`config.mk`:
```
export PLATFORM = sky130hd
export DESIGN_NAME = canonical_huffman_table_builder
export DESIGN_NICKNAME = d
export VERILOG_FILES = /design/src/design/chb_pkg.sv /design/src/design/chb_count_mem.sv /design/src/design/chb_ctrl.sv /design/src/design/canonical_huffman_table_builder.sv
export SDC_FILE = /design/constraint.sdc
export NUM_CORES = 1
export LEC_CHECK = 0
export BUFFER_PORTS_ARGS = -buffer_cell sky130_fd_sc_hd__buf_2
export CORE_MARGIN = 1.5
export CORE_UTILIZATION = 50
export CTS_CLUSTER_SIZE = 28
export DETAILED_ROUTE_END_ITERATION = 7
export GPL_TIMING_DRIVEN = 0
export MAX_ROUTING_LAYER = met4
export PLACE_DENSITY = 0.64
export SETUP_SLACK_MARGIN = 0.1
export SYNTH_ARGS = -nofsm -noshare
export SYNTH_HDL_FRONTEND = slang
export SYNTH_SLANG_ARGS = --single-unit
```
`constraint.sdc`:
```
create_clock -name clk -period 13.52 [get_ports clk]
set_input_delay 0 -clock clk [delete_from_list [all_inputs] [get_ports clk]]
set_output_delay 0 -clock clk [all_outputs]
set_load 0.02 [all_outputs]
```
`src/design/chb_pkg.sv`:
```
// ----------------------------------------------------------------------------
// chb_pkg
// Shared types and constants for the canonical Huffman table builder: field
// widths, result and phase codes, controller states and the interface structs
// between the controller, the count memory and the output stage.
// ----------------------------------------------------------------------------
package chb_pkg;

    // Table layout and code limits.
    localparam int NUM_LENGTHS     = 16;
    localparam int MAX_CODE_LENGTH = 16;

    // Field and register widths.
    localparam int BYTE_W      = 8;
    localparam int CODE_W      = 16;
    localparam int NEXT_CODE_W = 17;
    localparam int LEN_W       = 5;
    localparam int CIDX_W      = 5;
    localparam int SYMS_W      = 12;
    localparam int USED_W      = 13;
    localparam int ADDR_W      = $clog2(NUM_LENGTHS);

    // Result codes.
    typedef enum logic [1:0] {
        KIND_COUNT    = 2'd0,
        KIND_SYMBOL   = 2'd1,
        KIND_OVERFLOW = 2'd2,
        KIND_IGNORED  = 2'd3
    } kind_t;

    // Table phase.
    typedef enum logic [1:0] {
        PH_COUNTS  = 2'd0,
        PH_SYMBOLS = 2'd1,
        PH_DONE    = 2'd2,
        PH_ERROR   = 2'd3
    } phase_t;

    // Controller states.
    typedef enum logic [1:0] {
        ST_IDLE  = 2'd0,
        ST_CHECK = 2'd1,
        ST_EMIT  = 2'd2
    } ctrl_state_t;

    // One result word.
    typedef struct packed {
        kind_t               kind;
        logic [BYTE_W-1:0]   symbol;
        logic [CODE_W-1:0]   code_word;
        logic [LEN_W-1:0]    code_length;
        logic                table_done;
        logic [USED_W-1:0]   bytes_used;
    } result_t;

    // Access request to the count memory.
    typedef struct packed {
        logic                wr_en;
        logic [ADDR_W-1:0]   wr_addr;
        logic [BYTE_W-1:0]   wr_data;
        logic [ADDR_W-1:0]   rd_addr;
    } mem_req_t;

endpackage

```
`src/design/chb_count_mem.sv`:
```
// ----------------------------------------------------------------------------
// chb_count_mem
// Storage for the sixteen per-length code counts. One write port and one
// synchronous read port with a registered read.
// ----------------------------------------------------------------------------
module chb_count_mem
    import chb_pkg::*;
(
    input  logic              clk,
    input  mem_req_t          req,
    output logic [BYTE_W-1:0] rd_data
);

    logic [BYTE_W-1:0] mem [NUM_LENGTHS];

    // Write port.
    always_ff @(posedge clk)
    begin
        if (req.wr_en)
        begin
            mem[req.wr_addr] <= req.wr_data;
        end
    end

    // Registered read port.
    always_ff @(posedge clk)
    begin
        rd_data <= mem[req.rd_addr];
    end

endmodule

```
`src/design/chb_ctrl.sv`:
```
// ----------------------------------------------------------------------------
// chb_ctrl
// Table controller. Writes count bytes into the count memory, assigns codes to
// symbol bytes and walks the count memory, one length per cycle, to step over
// lengths that have no codes left.
// ----------------------------------------------------------------------------
module chb_ctrl
    import chb_pkg::*;
#(
    parameter int MAX_LEN = MAX_CODE_LENGTH
)
(
    input  logic              clk,
    input  logic              rst_n,
    input  logic              in_valid,
    input  logic [BYTE_W-1:0] table_byte,
    input  logic              new_table,
    input  logic              slot_free,
    input  logic [BYTE_W-1:0] rd_data,
    output logic              ready,
    output mem_req_t          mem_req,
    output result_t           res,
    output logic              res_load
);

    ctrl_state_t             state_reg, state_next;
    phase_t                  phase_reg, phase_next;
    logic [CIDX_W-1:0]       cidx_reg, cidx_next;
    logic [LEN_W-1:0]        len_reg, len_next;
    logic [BYTE_W-1:0]       left_reg, left_next;
    logic [NEXT_CODE_W-1:0]  code_reg, code_next;
    logic [SYMS_W-1:0]       syms_reg, syms_next;
    result_t                 pend_reg, pend_next;

    logic                    accept;
    phase_t                  eff_phase;
    logic [CIDX_W-1:0]       eff_cidx;
    logic [LEN_W-1:0]        eff_len;
    logic [BYTE_W-1:0]       eff_left;
    logic [NEXT_CODE_W-1:0]  eff_code;
    logic [SYMS_W-1:0]       eff_syms;
    logic [NEXT_CODE_W-1:0]  code_inc;
    logic [BYTE_W-1:0]       left_dec;
    logic [SYMS_W-1:0]       syms_inc;
    logic                    sym_error;
    logic                    last_count;
    logic                    need_scan;
    logic                    scan_hit;
    logic                    scan_end;

    assign ready  = (state_reg == ST_IDLE) && slot_free;
    assign accept = in_valid && ready;

    // A new table clears all state before the byte is used.
    assign eff_phase = new_table ? PH_COUNTS : phase_reg;
    assign eff_cidx  = new_table ? '0 : cidx_reg;
    assign eff_len   = new_table ? LEN_W'(1) : len_reg;
    assign eff_left  = new_table ? '0 : left_reg;
    assign eff_code  = new_table ? '0 : code_reg;
    assign eff_syms  = new_table ? '0 : syms_reg;

    assign code_inc = eff_code + NEXT_CODE_W'(1);
    assign left_dec = eff_left - BYTE_W'(1);
    assign syms_inc = eff_syms + SYMS_W'(1);

    // The next code must fit in the current length.
    assign sym_error = (eff_len > LEN_W'(MAX_LEN))
                    || (eff_len > LEN_W'(NUM_LENGTHS))
                    || (eff_code >= (NEXT_CODE_W'(1) << eff_len));

    assign last_count = (eff_cidx == CIDX_W'(NUM_LENGTHS - 1));

    // Items that must look at the count memory before their result is known.
    assign need_scan = accept
        && (((eff_phase == PH_COUNTS) && last_count)
         || ((eff_phase == PH_SYMBOLS) && !sym_error && (left_dec == '0)
             && (eff_len != LEN_W'(NUM_LENGTHS))));

    assign scan_hit = (rd_data != '0);
    assign scan_end = (len_reg == LEN_W'(NUM_LENGTHS));

    // Next state.
    always_comb
    begin
        state_next = state_reg;
        unique case (state_reg)
            ST_IDLE:
            begin
                if (need_scan)
                begin
                    state_next = ST_CHECK;
                end
            end
            ST_CHECK:
            begin
                if (scan_hit || scan_end)
                begin
                    state_next = ST_EMIT;
                end
            end
            ST_EMIT:
            begin
                if (slot_free)
                begin
                    state_next = ST_IDLE;
                end
            end
            default:
            begin
                state_next = ST_IDLE;
            end
        endcase
    end

    // Datapath, memory requests and results.
    always_comb
    begin
        phase_next = phase_reg;
        cidx_next  = cidx_reg;
        len_next   = len_reg;
        left_next  = left_reg;
        code_next  = code_reg;
        syms_next  = syms_reg;
        pend_next  = pend_reg;

        mem_req         = '0;
        mem_req.rd_addr = len_reg[ADDR_W-1:0];
        mem_req.wr_data = table_byte;

        res      = pend_reg;
        res_load = 1'b0;

        unique case (state_reg)
            ST_IDLE:
            begin
                if (accept)
                begin
                    phase_next = eff_phase;
                    cidx_next  = eff_cidx;
                    len_next   = eff_len;
                    left_next  = eff_left;
                    code_next  = eff_code;
                    syms_next  = eff_syms;

                    res            = '0;
                    res.kind       = KIND_IGNORED;
                    res_load       = !need_scan;

                    case (eff_phase)
                        PH_COUNTS:
                        begin
                            // Store the count and move to the next length.
                            mem_req.wr_en   = 1'b1;
                            mem_req.wr_addr = eff_cidx[ADDR_W-1:0];
                            cidx_next       = eff_cidx + CIDX_W'(1);
                            res.kind        = KIND_COUNT;
                            if (last_count)
                            begin
                                // Start the length walk at length one.
                                mem_req.rd_addr = '0;
                                len_next        = LEN_W'(1);
                                code_next       = '0;
                                left_next       = '0;
                            end
                        end
                        PH_SYMBOLS:
                        begin
                            if (sym_error)
                            begin
                                res.kind   = KIND_OVERFLOW;
                                phase_next = PH_ERROR;
                            end
                            else
                            begin
                                res.kind        = KIND_SYMBOL;
                                res.symbol      = table_byte;
                                res.code_word   = eff_code[CODE_W-1:0];
                                res.code_length = eff_len;
                                syms_next       = syms_inc;
                                left_next       = left_dec;
                                code_next       = code_inc;
                                if ((left_dec == '0) && (eff_len == LEN_W'(NUM_LENGTHS)))
                                begin
                                    // Last symbol at the longest length ends the table.
                                    phase_next     = PH_DONE;
                                    res.table_done = 1'b1;
                                    res.bytes_used = USED_W'(NUM_LENGTHS) + USED_W'(syms_inc);
                                end
                                else if (left_dec == '0)
                                begin
                                    // Step to the next length and read its count.
                                    mem_req.rd_addr = eff_len[ADDR_W-1:0];
                                    len_next        = eff_len + LEN_W'(1);
                                    code_next       = code_inc << 1;
                                end
                            end
                        end
                        default:
                        begin
                            res.kind = KIND_IGNORED;
                        end
                    endcase

                    if (need_scan)
                    begin
                        pend_next = res;
                    end
                end
            end
            ST_CHECK:
            begin
                if (scan_hit)
                begin
                    left_next  = rd_data;
                    phase_next = PH_SYMBOLS;
                end
                else if (scan_end)
                begin
                    phase_next           = PH_DONE;
                    pend_next.table_done = 1'b1;
                    pend_next.bytes_used = USED_W'(NUM_LENGTHS) + USED_W'(syms_reg);
                end
                else
                begin
                    // Empty length: shift the code and read the next count.
                    mem_req.rd_addr = len_reg[ADDR_W-1:0];
                    len_next        = len_reg + LEN_W'(1);
                    code_next       = code_reg << 1;
                end
            end
            ST_EMIT:
            begin
                res      = pend_reg;
                res_load = slot_free;
            end
            default:
            begin
                res_load = 1'b0;
            end
        endcase
    end

    // Control state.
    always_ff @(posedge clk or negedge rst_n)
    begin
        if (!rst_n)
        begin
            state_reg <= ST_IDLE;
            phase_reg <= PH_COUNTS;
            cidx_reg  <= '0;
            len_reg   <= LEN_W'(1);
            left_reg  <= '0;
            code_reg  <= '0;
            syms_reg  <= '0;
        end
        else
        begin
            state_reg <= state_next;
            phase_reg <= phase_next;
            cidx_reg  <= cidx_next;
            len_reg   <= len_next;
            left_reg  <= left_next;
            code_reg  <= code_next;
            syms_reg  <= syms_next;
        end
    end

    // Pending result while the length walk runs.
    always_ff @(posedge clk)
    begin
        pend_reg <= pend_next;
    end

endmodule

```
`src/design/canonical_huffman_table_builder.sv`:
```
// All but the last count byte, and most symbol bytes, load the output register on acceptance.
// The last count byte and a byte that ends a length first walk past empty lengths, then load.
// Throughput: one byte per cycle unless a length step or an output stall holds it.
// A word held by a stalled receiver stalls the input until it is taken.
// Reset (rst_n, asynchronous, active low) returns the block to the count phase of a new table.
// ----------------------------------------------------------------------------
// canonical_huffman_table_builder
// Assigns canonical Huffman codes to the symbols of a JPEG table definition,
// one word out for every byte in, through a registered output stage.
// ----------------------------------------------------------------------------
module canonical_huffman_table_builder
    import chb_pkg::*;
#(
    parameter int MAX_LEN = MAX_CODE_LENGTH
)
(
    input  logic                clk,
    input  logic                rst_n,
    input  logic                in_valid,
    output logic                in_stall,
    input  logic [BYTE_W-1:0]   table_byte,
    input  logic                new_table,
    output logic                out_valid,
    input  logic                out_stall,
    output logic [1:0]          kind,
    output logic [BYTE_W-1:0]   symbol,
    output logic [CODE_W-1:0]   code_word,
    output logic [LEN_W-1:0]    code_length,
    output logic                table_done,
    output logic [USED_W-1:0]   bytes_used
);

    mem_req_t          mem_req;
    logic [BYTE_W-1:0] rd_data;
    result_t           res;
    logic              res_load;
    logic              ready;
    logic              slot_free;
    logic              out_valid_reg, out_valid_next;
    result_t           out_reg;

    chb_count_mem u_mem (
        .clk     (clk),
        .req     (mem_req),
        .rd_data (rd_data)
    );

    chb_ctrl #(
        .MAX_LEN (MAX_LEN)
    ) u_ctrl (
        .clk        (clk),
        .rst_n      (rst_n),
        .in_valid   (in_valid),
        .table_byte (table_byte),
        .new_table  (new_table),
        .slot_free  (slot_free),
        .rd_data    (rd_data),
        .ready      (ready),
        .mem_req    (mem_req),
        .res        (res),
        .res_load   (res_load)
    );

    assign in_stall  = !ready;
    assign slot_free = !out_valid_reg || !out_stall;

    // Output word register.
    always_comb
    begin
        out_valid_next = out_valid_reg;
        if (res_load)
        begin
            out_valid_next = 1'b1;
        end
        else if (!out_stall)
        begin
            out_valid_next = 1'b0;
        end
    end

    always_ff @(posedge clk or negedge rst_n)
    begin
        if (!rst_n)
        begin
            out_valid_reg <= 1'b0;
        end
        else
        begin
            out_valid_reg <= out_valid_next;
        end
    end

    always_ff @(posedge clk)
    begin
        if (res_load)
        begin
            out_reg <= res;
        end
    end

    assign out_valid   = out_valid_reg;
    assign kind        = out_reg.kind;
    assign symbol      = out_reg.symbol;
    assign code_word   = out_reg.code_word;
    assign code_length = out_reg.code_length;
    assign table_done  = out_reg.table_done;
    assign bytes_used  = out_reg.bytes_used;

endmodule

```
After elaboration in Yosys (flattened, before gate mapping):

Memories as Yosys holds them, arrays and structs flattened. A register that Yosys moved wholly into a read port is not among the register bits.
Cells that the tools add are included.

* $lt $le $gt $ge: 2
* shifts and indexed selects: 1
* reductions and logical operators: 29
* add/sub/neg operators: 8
* eq/ne operators: 17
* muxes and demuxes: 72

Operators with widths (number)
* $mux W17: 8
* $mux W45: 2
* $mux W43: 2
* $mux W14: 5
* $pmux W17 S2: 2
* $mux W5: 13
* $mux W8: 5
* $mux W12: 3
* $pmux W8 S2: 2
* $pmux W14 S2: 1
* $add A5 B12 Y13 const A: 2
* $mux W4: 6
* $mux W2: 11
* $pmux W5 S2: 2
* $add A17 B1 Y17 const B: 1
* $ge A17 B17 Y1: 1
* $shl A1 B5 Y17 const A: 1
* $add A5 B1 Y5 const B: 3
* $ne A2 B1 Y1 const B: 7
* $add A12 B1 Y12 const B: 1
* $reduce_and A3 Y1: 4
* $eq A5 B5 Y1 const B: 2
* $logic_and A1 B1 Y1: 8
* $logic_not A8 Y1: 1
* other kinds (21): 36

* flip-flop bits (word level): 142
* input port bits: 13
* RAM bits: 128
* memories: 1
* output and inout port bits: 47
* logic and storage cells: 150

Memories
* u_mem.mem: depth 16, width 8, rd ports 1, clocked after memory_dff 1, wr ports 1, line chb_count_mem.sv:14 `logic [BYTE_W-1:0] mem [NUM_LENGTHS];`

Logic depth before layout (Yosys ltp):

Gate-level depths: netlist of the first run.

* depth in word-level cells: 14
* gate-level depth with buffers: 19
* mapped depth without buffers: 14

Cells and area by module:

Synthesis of the first run repeated with hierarchy kept, for this count alone.

* cell total of the unflattened synthesis: 1136
* area, all modules: 13738.2 µm²

Modules (own cells, without submodules)
* chb_ctrl: cells each 858, area an instance 7199.4 µm², times used 1
* chb_count_mem: cells each 229, area an instance 5147.4 µm², times used 1
* canonical_huffman_table_builder: cells each 49, area an instance 1391.3 µm², times used 1

Worst setup path after synthesis of the first run:

OpenSTA, ideal clock, no wires.

* path kind: input to register
* start: input port new_table
* end: register out_reg (netlist bit bytes_used[0]) (enable)
* required time: 13.072 ns
* setup slack: 8.243 ns
* path buffers: 6
* stages: 15
* arrival time: 4.830 ns
* cells stage by stage: clkbuf_1 -> clkbuf_1 -> clkbuf_1 -> clkbuf_1 -> clkbuf_1 -> o21ai_0 -> ha_1 -> nand2_1 -> nor4b_1 -> o21ai_2 -> and3_1 -> buf_4 -> nand2_1 -> a32oi_1 -> nor2_1

* cells in the longest elaborated chain, start to end: 13
* elaborated cells on any way between the ends: 25

RTL lines
* start, declared: line canonical_huffman_table_builder.sv:22 `input logic new_table,`
* $mux W5: line chb_ctrl.sv:57 `assign eff_len = new_table ? LEN_W'(1) : len_reg;`
* $shl A1 B5 Y17: line chb_ctrl.sv:69 `|| (eff_code >= (NEXT_CODE_W'(1) << eff_len));`
* $ge A17 B17 Y1: line chb_ctrl.sv:69
* $logic_or A1 B1 Y1: line chb_ctrl.sv:69
* $logic_not A1 Y1: line chb_ctrl.sv:76 `|| ((eff_phase == PH_SYMBOLS) && !sym_error && (left_dec == '0)`
* $logic_and A1 B1 Y1 (2 in series): line chb_ctrl.sv:76
* $logic_and A1 B1 Y1: line chb_ctrl.sv:77 `&& (eff_len != LEN_W'(NUM_LENGTHS))));`
* $logic_or A1 B1 Y1 (*): line chb_ctrl.sv:76
* $logic_and A1 B1 Y1 (*): line chb_ctrl.sv:75 `&& (((eff_phase == PH_COUNTS) && last_count)`
* $logic_not A1 Y1 (*): line chb_ctrl.sv:147 `res_load = !need_scan;`
* $mux W1 (*): line chb_ctrl.sv:136 `if (accept)`
* $pmux W1 S2 (*): line chb_ctrl.sv:133 `unique case (state_reg)`
* end signal, assigned: line canonical_huffman_table_builder.sv:97 `out_reg <= res;`
* end, declared: line canonical_huffman_table_builder.sv:40 `result_t out_reg;`

Mark *: on every way between the ends. The rest lies on a longest branch, timed or not.
A chain may end at the register's enable or synchronous reset.

Worst setup path in the final report of the first run:

* start: input port new_table
* end: register u_ctrl.pend_reg[12] (netlist name) (enable)

* cells in the longest elaborated chain, start to end: 12
* elaborated cells on any way between the ends: 24

RTL lines
* $mux W5: line chb_ctrl.sv:57
* $shl A1 B5 Y17: line chb_ctrl.sv:69
* $ge A17 B17 Y1: line chb_ctrl.sv:69
* $logic_or A1 B1 Y1: line chb_ctrl.sv:69
* $logic_not A1 Y1: line chb_ctrl.sv:76
* $logic_and A1 B1 Y1 (2 in series): line chb_ctrl.sv:76
* $logic_and A1 B1 Y1: line chb_ctrl.sv:77
* $logic_or A1 B1 Y1 (*): line chb_ctrl.sv:76
* $logic_and A1 B1 Y1 (*): line chb_ctrl.sv:75
* $ne A2 B1 Y1 (no line) (*)
* $reduce_and A5 Y1 (no line) (*)
* end signal, assigned: line chb_ctrl.sv:271 `pend_reg <= pend_next;`
* end, declared: line chb_ctrl.sv:33 `result_t pend_reg, pend_next;`

Marks and branches as above.

==> results.md, run 1 <==
* Max clock buf depth at 3
* Placer Congestion at 0.9205
* Synth Area in Adders at 2.731%
* Hold buffers post-CTS at 10
* Final slew viol count at 0
* Worst Path Max Fanout at 10
* Synth Area in Compound Gates at 11.76%
* Cell Int Power at 1.426 mW
* RSZ-0062 raised after global routing: false
* Status: completed
* Slowest cell on crit path: clkbuf_1
* CTS clk-pin slew, worst paths at 60 ps
* Die area at 28,490 µm²
* Mapped Nets at 1,356
* Tcrit/Tclk final at 44.55%
* Layout cell share with drive strength beyond 1 at 10.22%
* Fin area at 15,500 µm²
* Synth top cells by count: 258 x nand2_1, 218 x edfxtp_1, 84 x nor2_1
* Hold crit path type: input port to async pin
* IO buf count at 58
* Initial antenna violation count at 0
* Synthesized cell area at 13,740 µm²
* First-pass GRT wire length at 58,530 µm
* Gr ovfl total at 0
* DRT Wirelength at 37,440 µm
* Highest clock rate at 0.1660 GHz
* Antenna cells at 0
* Gr usage total at 27.38%
* CP Capture Type: flip-flop
* DRT Pass-1 Iters at 5
* Setup Buffers After CTS at 0
* Skew final at 15.15 ps
* Clock power frac at 38.5%
* Die H at 168.8 µm
* Worst hold slack at 67.75 ps
* Pin count of the biggest net entering global routing at 53
* Synth Register Bits at 278
* Area after DPL at 14,500 µm²
* Final core occ at 57.53%
* TritonCTS buffer count at 29
* Most frequent cell after synthesis: nand2_1
* Simple-gate portion of the synthesized area at 19.38%
* CTS tree: done
* Synth Area in XOR/XNOR at 2.103%
* Final hold viol count at 0
* Max-Cap Viols at 0
* Cell mode on critical path: clkbuf_1
* Num ports at 60
* DRC Markers at 0
* Slew headroom at 11.16%
* Distinct cells, synth at 66
* Static Leak at 5.671 nW
* DR iter-0 viols at 931
* Combinational power share at 10.4%
* Worst setup path class: input port to flip-flop
* H-tree lvl count at 1
* Synth area leaders: edfxtp_1 48%, dfrtp_1 9.3%, nand2_1 7.0%, nand3_1 2.8%, ha_1 2.7%
* Async SR Flop Fraction at 18.71%
* NetSw at 0.4963 mW
* Main synth FF type: edfxtp_1
* Cell Chain, Critical Path: clkbuf_1 > clkbuf_1 > clkbuf_1 > clkbuf_1 > clkbuf_1 > o21ai_0 > ha_1 > nand2_1 > nor3_1 > or4_1 > o21ai_2 > and3_1 > buf_4 > nand2_1 > a21o_1 > a221oi_2 > buf_4
* Main combinational cell family by area after synthesis: simple AND/OR/NAND/NOR gates
* Flop pwr share at 51.1%
* Synth Area per Inst at 10.47 µm²
* Clk root buf: clkbuf_16
* Via count at 10,700
* Post-synthesis mux area share at 2.640%
* Synth top area share at 47.63%
* Final #Nets at 1,458
* PD cells at 124.0 nW/µm²
* Largest stage delay on the critical path at 700 ps
* Vias in the first global route at 10,310
* Wire per inst at 21.05 µm
* Post_cts resized at 0
* Post-DRT Antenna Nets at 0
* Post-synth EDFFs at 218
* Core box area at 26,950 µm²
* Critical Path AT at 6280 ps
* Layout area overhead at 12.80%
* Sw Share at 25.82%
* Die width at 168.8 µm
* Max VDD drop at 0.1128 mV
* Final setup fails at 0
* Starting Density at 51.00%
* Startpoint type of the worst setup path: input port
* Synth warn at 0
* Max reg flops at 128
* Sink Count at 278
* Vias per std cell at 6.016
* DP HPWL at 25,880 µm
* Worst EP required at 13,780 ps
* Slew at the pin closest to its max-slew limit at 1322 ps
* Setup TNS at 0 ps
* Area leader, netlist: edfxtp_1
* Cell count after synthesis at 1,313
* Minimum clock period at 6023 ps
* Seq/Total Area, Yosys at 58.27%
* Rows at 60
* Clk_lat worst skew at 560 ps
* Power after layout at 1.922 mW
[stage by stage]
| step | instances | setup slack, ps |
|---|---|---|
| finish | 1779 | 7497 |
| CTS | 1778 | 7393 |
| global placement | 1712 | 5136 |
| detailed placement | 1714 | 6829 |
| global route | 1779 | 7330 |
| floorplan | 1313 | 8243 |
[power by group through the flow]
stage	registers, mW	logic (mW)	clock network, mW
2_1_floorplan	1.00	0.117	0
3_3_place_gp	0.999	0.191	0
3_5_place_dp	0.999	0.196	0
4_1_cts	0.981	0.199	0.751
5_1_grt	0.986	0.220	0.783
6_report	0.982	0.201	0.739
[cell type report]
type                    instances  area (µm²)
plain buffers                  83       330.3
well taps                     341       426.7
clock inverters                16       91.34
multi-input cells             926        5321
fillers                      2280       11450
flip-flops and latches        278        8009
clock buffers                  38       779.5
repair buffers                 71       447.9
inverters                      26       97.59
[cell families after synthesis]
group / Yosys count
compound gates: 253
fa+ha+maj: 30
mux: 34
buf+inv: 109
flops: 278
simple gates: 576
xor+xnor: 33
[layout by cell type, fill, tap and decap left out, drive strengths merged, types with 3 or more instances in the layout]
master and n:
nand2 258, a31oi 12, mux2i 16, a211oi 7
inv 25, mux2 18, a32oi 10, a21o 3
a22o 8, and4 3, o22ai 18, and3 16
ha 30, a21oi 49, o31ai 29, o21ai 79
nor2b 18, xnor2 21, nand3 79, or4 3
dfrtp 51, or3 8, buf 79, dfxtp 8
nor3 30, and2 22, a221oi 6, o211ai 8
nor2 86, nand4 30, dlygate4sd3 10, nand2b 12
clkbuf 103, a22oi 4, nor4 6, edfxtp 218
xor2 12, clkinv 15
[critical path, delay by kind of cell]
family	cells	cell delay, ps
buffers and inverters	7	3530
AO/OA/AOI/OAI	4	1370
AND/OR/NAND/NOR	5	1060
adder cells (fa/ha/maj)	1	310
[per-layer routing]
| layer | global-route usage, % | part of all wire [%] |
|---|---|---|
| met4 | 8.346 | 2.7 |
| met3 | 3.507 | 6.9 |
| met1 | 35.82 | 42 |
| met2 | 44.81 | 48 |
| met5 | - | 0 |
[path summary, 6_finish.rpt]
path	start	end	slack, ps	cells after the start
worst max-delay path	new_table	u_ctrl.pend_reg[12]$_DFFE_PP_	7500	17
worst min-delay path	rst_n	u_ctrl.code_reg[6]$_DFFE_PN0P_	70	2
worst max register to register	u_ctrl.len_reg[2]$_DFFE_PN0P_	u_ctrl.pend_reg[12]$_DFFE_PP_	8460	16
worst min register to register	u_ctrl.cidx_reg[4]$_DFFE_PN0P_	u_ctrl.cidx_reg[4]$_DFFE_PN0P_	490	2
max in group asynchronous	rst_n	u_ctrl.state_reg[0]$_DFFE_PN0P_	12910	2
min in group clk	in_valid	u_ctrl.syms_reg[6]$_DFFE_PN0P_	190	5
Note: power is estimated with default switching activity, not from simulation.
==> run 2: changes to the inputs <==
--- a/config.mk
+++ b/config.mk
@@ -5,6 +5,7 @@
 export SDC_FILE = /design/constraint.sdc
 export NUM_CORES = 1
 export LEC_CHECK = 0
+export ABC_AREA = 1
 export BUFFER_PORTS_ARGS = -buffer_cell sky130_fd_sc_hd__buf_2
 export CORE_MARGIN = 1.5
 export CORE_UTILIZATION = 50
==> constraint.sdc (replaced) <==
create_clock -name clk -period 5.85 [get_ports clk]
set_input_delay 0 -clock clk [delete_from_list [all_inputs] [get_ports clk]]
set_output_delay 0 -clock clk [all_outputs]
set_load 0.02 [all_outputs]
==> run 2 against run 1 <==
Sequential power rose by 130%. Worst hold slack lost 19 ps. Clock power up 140%. Register-to-register slack lost 7400 ps. Routed wire length increased by 12%. Combinational power grew to 5.1 times the previous value. First-iteration DRC count rose by 14%. Largest cell class unchanged. Clock skew increased by 9.2 ps.
==> results.md, run 2 <==
* CTS tree: done
* Final hold viol count at 0
* Max reg flops at 128
* Pin count of the biggest net entering global routing at 53
* Power after layout at 5.146 mW
* Post_cts resized at 0
* Die area at 30,430 µm²
* Setup TNS at 0 ps
* Synthesized cell area at 14,700 µm²
* Most frequent cell after synthesis: nand2_1
* Placer Congestion at 0.9698
* Area leader, netlist: edfxtp_1
* Startpoint type of the worst setup path: flip-flop
* H-tree lvl count at 1
* Cell count after synthesis at 1,639
* Rows at 62
* Most common cell after layout, fill and taps aside: nand2_1
* CP Capture Type: flip-flop
* Clk root buf: clkbuf_16
* CTS clk-pin slew, worst paths at 60 ps
* Main synth FF type: edfxtp_1
* Wire per inst at 19.52 µm
* Synth top area share at 44.55%
* Worst r2r dst: u_ctrl.pend_reg[35]$_DFFE_PP_
* DP HPWL at 29,930 µm
* DRT Wirelength at 41,820 µm
* Synth warn at 0
* Vias per std cell at 5.566
* R2R Path Start: u_ctrl.len_reg[3]$_DFFE_PN0P_
* Layout area overhead at 12.46%
* Highest clock rate at 0.2104 GHz
* Vias in the first global route at 11,460
* IO buf count at 58
* Mapped Nets at 1,682
* Status: completed
* Worst EP required at 6000 ps
* CP startpoint: u_ctrl.len_reg[3]$_DFFE_PN0P_
* Clk_lat worst skew at 560 ps
* Minimum clock period at 4754 ps
* Post-synth EDFFs at 218
* Static Leak at 6.943 nW
* Final slew viol count at 0
* Most frequent cells in the layout: 413 x nand2_1, 218 x edfxtp_1, 201 x nor2_1
* Synth Register Bits at 278
* Layout cell share with drive strength beyond 1 at 12.34%
* Slew at the pin closest to its max-slew limit at 1318 ps
* Synth Area per Inst at 8.966 µm²
* Setup Buffers After CTS at 0
* Worst Setup EP: u_ctrl.pend_reg[35]$_DFFE_PP_
* Synth area leaders: edfxtp_1 45%, nand2_1 11%, dfrtp_1 8.7%, nor2_1 5.1%, o21ai_0 4.3%
* RSZ-0062 raised after global routing: false
* Max-Cap Viols at 0
* Die H at 174.4 µm
* Starting Density at 51.06%
* Post-DRT Antenna Nets at 0
* DR iter-0 viols at 1,065
* Sink Count at 278
* Antenna cells at 0
* Die width at 174.4 µm
* Worst Path Max Fanout at 31
* Final setup fails at 0
* Skew final at 24.32 ps
* Initial antenna violation count at 0
* Via count at 11,930
* First-pass GRT wire length at 65,090 µm
* TritonCTS buffer count at 29
* Final #Nets at 1,782
* Num ports at 60
* Async SR Flop Fraction at 18.71%
* Tcrit/Tclk final at 81.26%
* Gr usage total at 28.71%
* PD cells at 311.4 nW/µm²
* Worst setup path class: flip-flop to flip-flop
* Synth top cells by count: 414 x nand2_1, 218 x edfxtp_1, 201 x nor2_1
* DRT Pass-1 Iters at 6
* Gr ovfl total at 0
* Reg2Reg Depth at 18
* DRC Markers at 0
* Filler cell count at 2,647
* Distinct cells, synth at 55
* Slew headroom at 12.01%
* Hold crit path type: input port to flip-flop
* Critical Path AT at 4910 ps
* Max clock buf depth at 3
* Reg2Reg Setup Slack at 1100 ps
* Max VDD drop at 0.2639 mV
* Core box area at 28,780 µm²
* Seq/Total Area, Yosys at 54.50%
## run 2: cell count changes after synthesis, moves of 25 or more
cell / before / now
nand2_1: 258 / 414
nor2_1: 84 / 201
inv_1: 25 / 138
o21ai_0: 72 / 125
clkbuf_1: 65 / 34
o31ai_1: 29 / 0
o211ai_1: 8 / 33
## run 2: power by group
part	switching, mW	internal (mW)	total [mW]
Combinational	0.736	0.291	1.03
Sequential	0.0649	2.24	2.30
Clock	0.760	1.05	1.81
Total	1.56	3.58	5.15
## run 2: kinds of logic after synthesis
family,after synthesis,share of synthesized area (%)
simple gates,822,24.61
flops,278,54.50
compound gates,259,10.16
buf+inv,220,6.275
fa+ha+maj,30,2.554
xor+xnor,23,1.422
mux,7,0.4853
## run 2: metal layers
| layer | vias up | part of all wire [%] | track usage (%) |
|---|---|---|---|
| met5 | - | 0 | - |
| met4 | 0 | 3.2 | 9.483 |
| met3 | 78 | 5.5 | 2.822 |
| met2 | 415 | 47 | 46.35 |
| met1 | 5682 | 44 | 38.20 |
| li1 | 5753 | - | - |
## run 2: cell type report
cell class	count	area [µm²]	share of cell area (%)
sequential	278	8009	48.46
timing repair buffer	69	412.9	2.498
clock buffer	38	809.5	4.899
tap	384	480.5	2.907
buffer	71	360.3	2.181
multi-input combinational	1141	5772	34.93
inverter	149	561.8	3.399
clock inverter	13	120.1	0.7268
## run 2: worst min path at each step
stage,from,end,slack (ps),cells past startpoint
after detailed placement,out_stall,out_valid$_DFFE_PN0P_,370,3
after CTS,new_table,u_ctrl.syms_reg[7]$_DFFE_PN0P_,30,4
final,new_table,u_ctrl.left_reg[2]$_DFFE_PN0P_,50,6
after global placement,out_stall,out_valid$_DFFE_PN0P_,360,3
after global routing,in_valid,u_ctrl.syms_reg[0]$_DFFE_PN0P_,70,4
after floorplan,rst_n,out_valid$_DFFE_PN0P_,-300,0
## run 2: worst max-delay path, stage by stage (launching register included)
cell,delay [ps]
dfrtp_1,450
inv_1,80
nor2_1,390
inv_1,230
nor2_1,460
nand3_1,170
ha_1,370
a21o_1,210
nor2_1,170
nand3_1,100
nand2_1,60
nand2_1,50
nand2_1,60
nand2_1,150
nor2_4,180
nand2_1,90
nand2_1,90
nand2_2,70
inv_1,950
## run 2: stage by stage
step / cell area (µm²) / setup slack [ps] / cells / util, % / hold slack, ps
final: 16530 / 1096 / 2143 / 57.42 / 48.75
after global routing: 16530 / 753.4 / 2143 / 57.42 / 68.74
after CTS: 16520 / 1173 / 2143 / 57.41 / 32.76
after detailed placement: 15490 / 1046 / 2082 / 53.83 / 373.1
after global placement: 15470 / 606.4 / 2081 / 53.74 / 357.6
after floorplan: 14700 / 2016 / 1639 / - / -295.6
## run 2: timing repair
action | 4_1_cts | 5_1_grt
setup endpoints to repair | 0 | 0
hold endpoints to repair | 188 | 0
hold buffers | 10 | 0
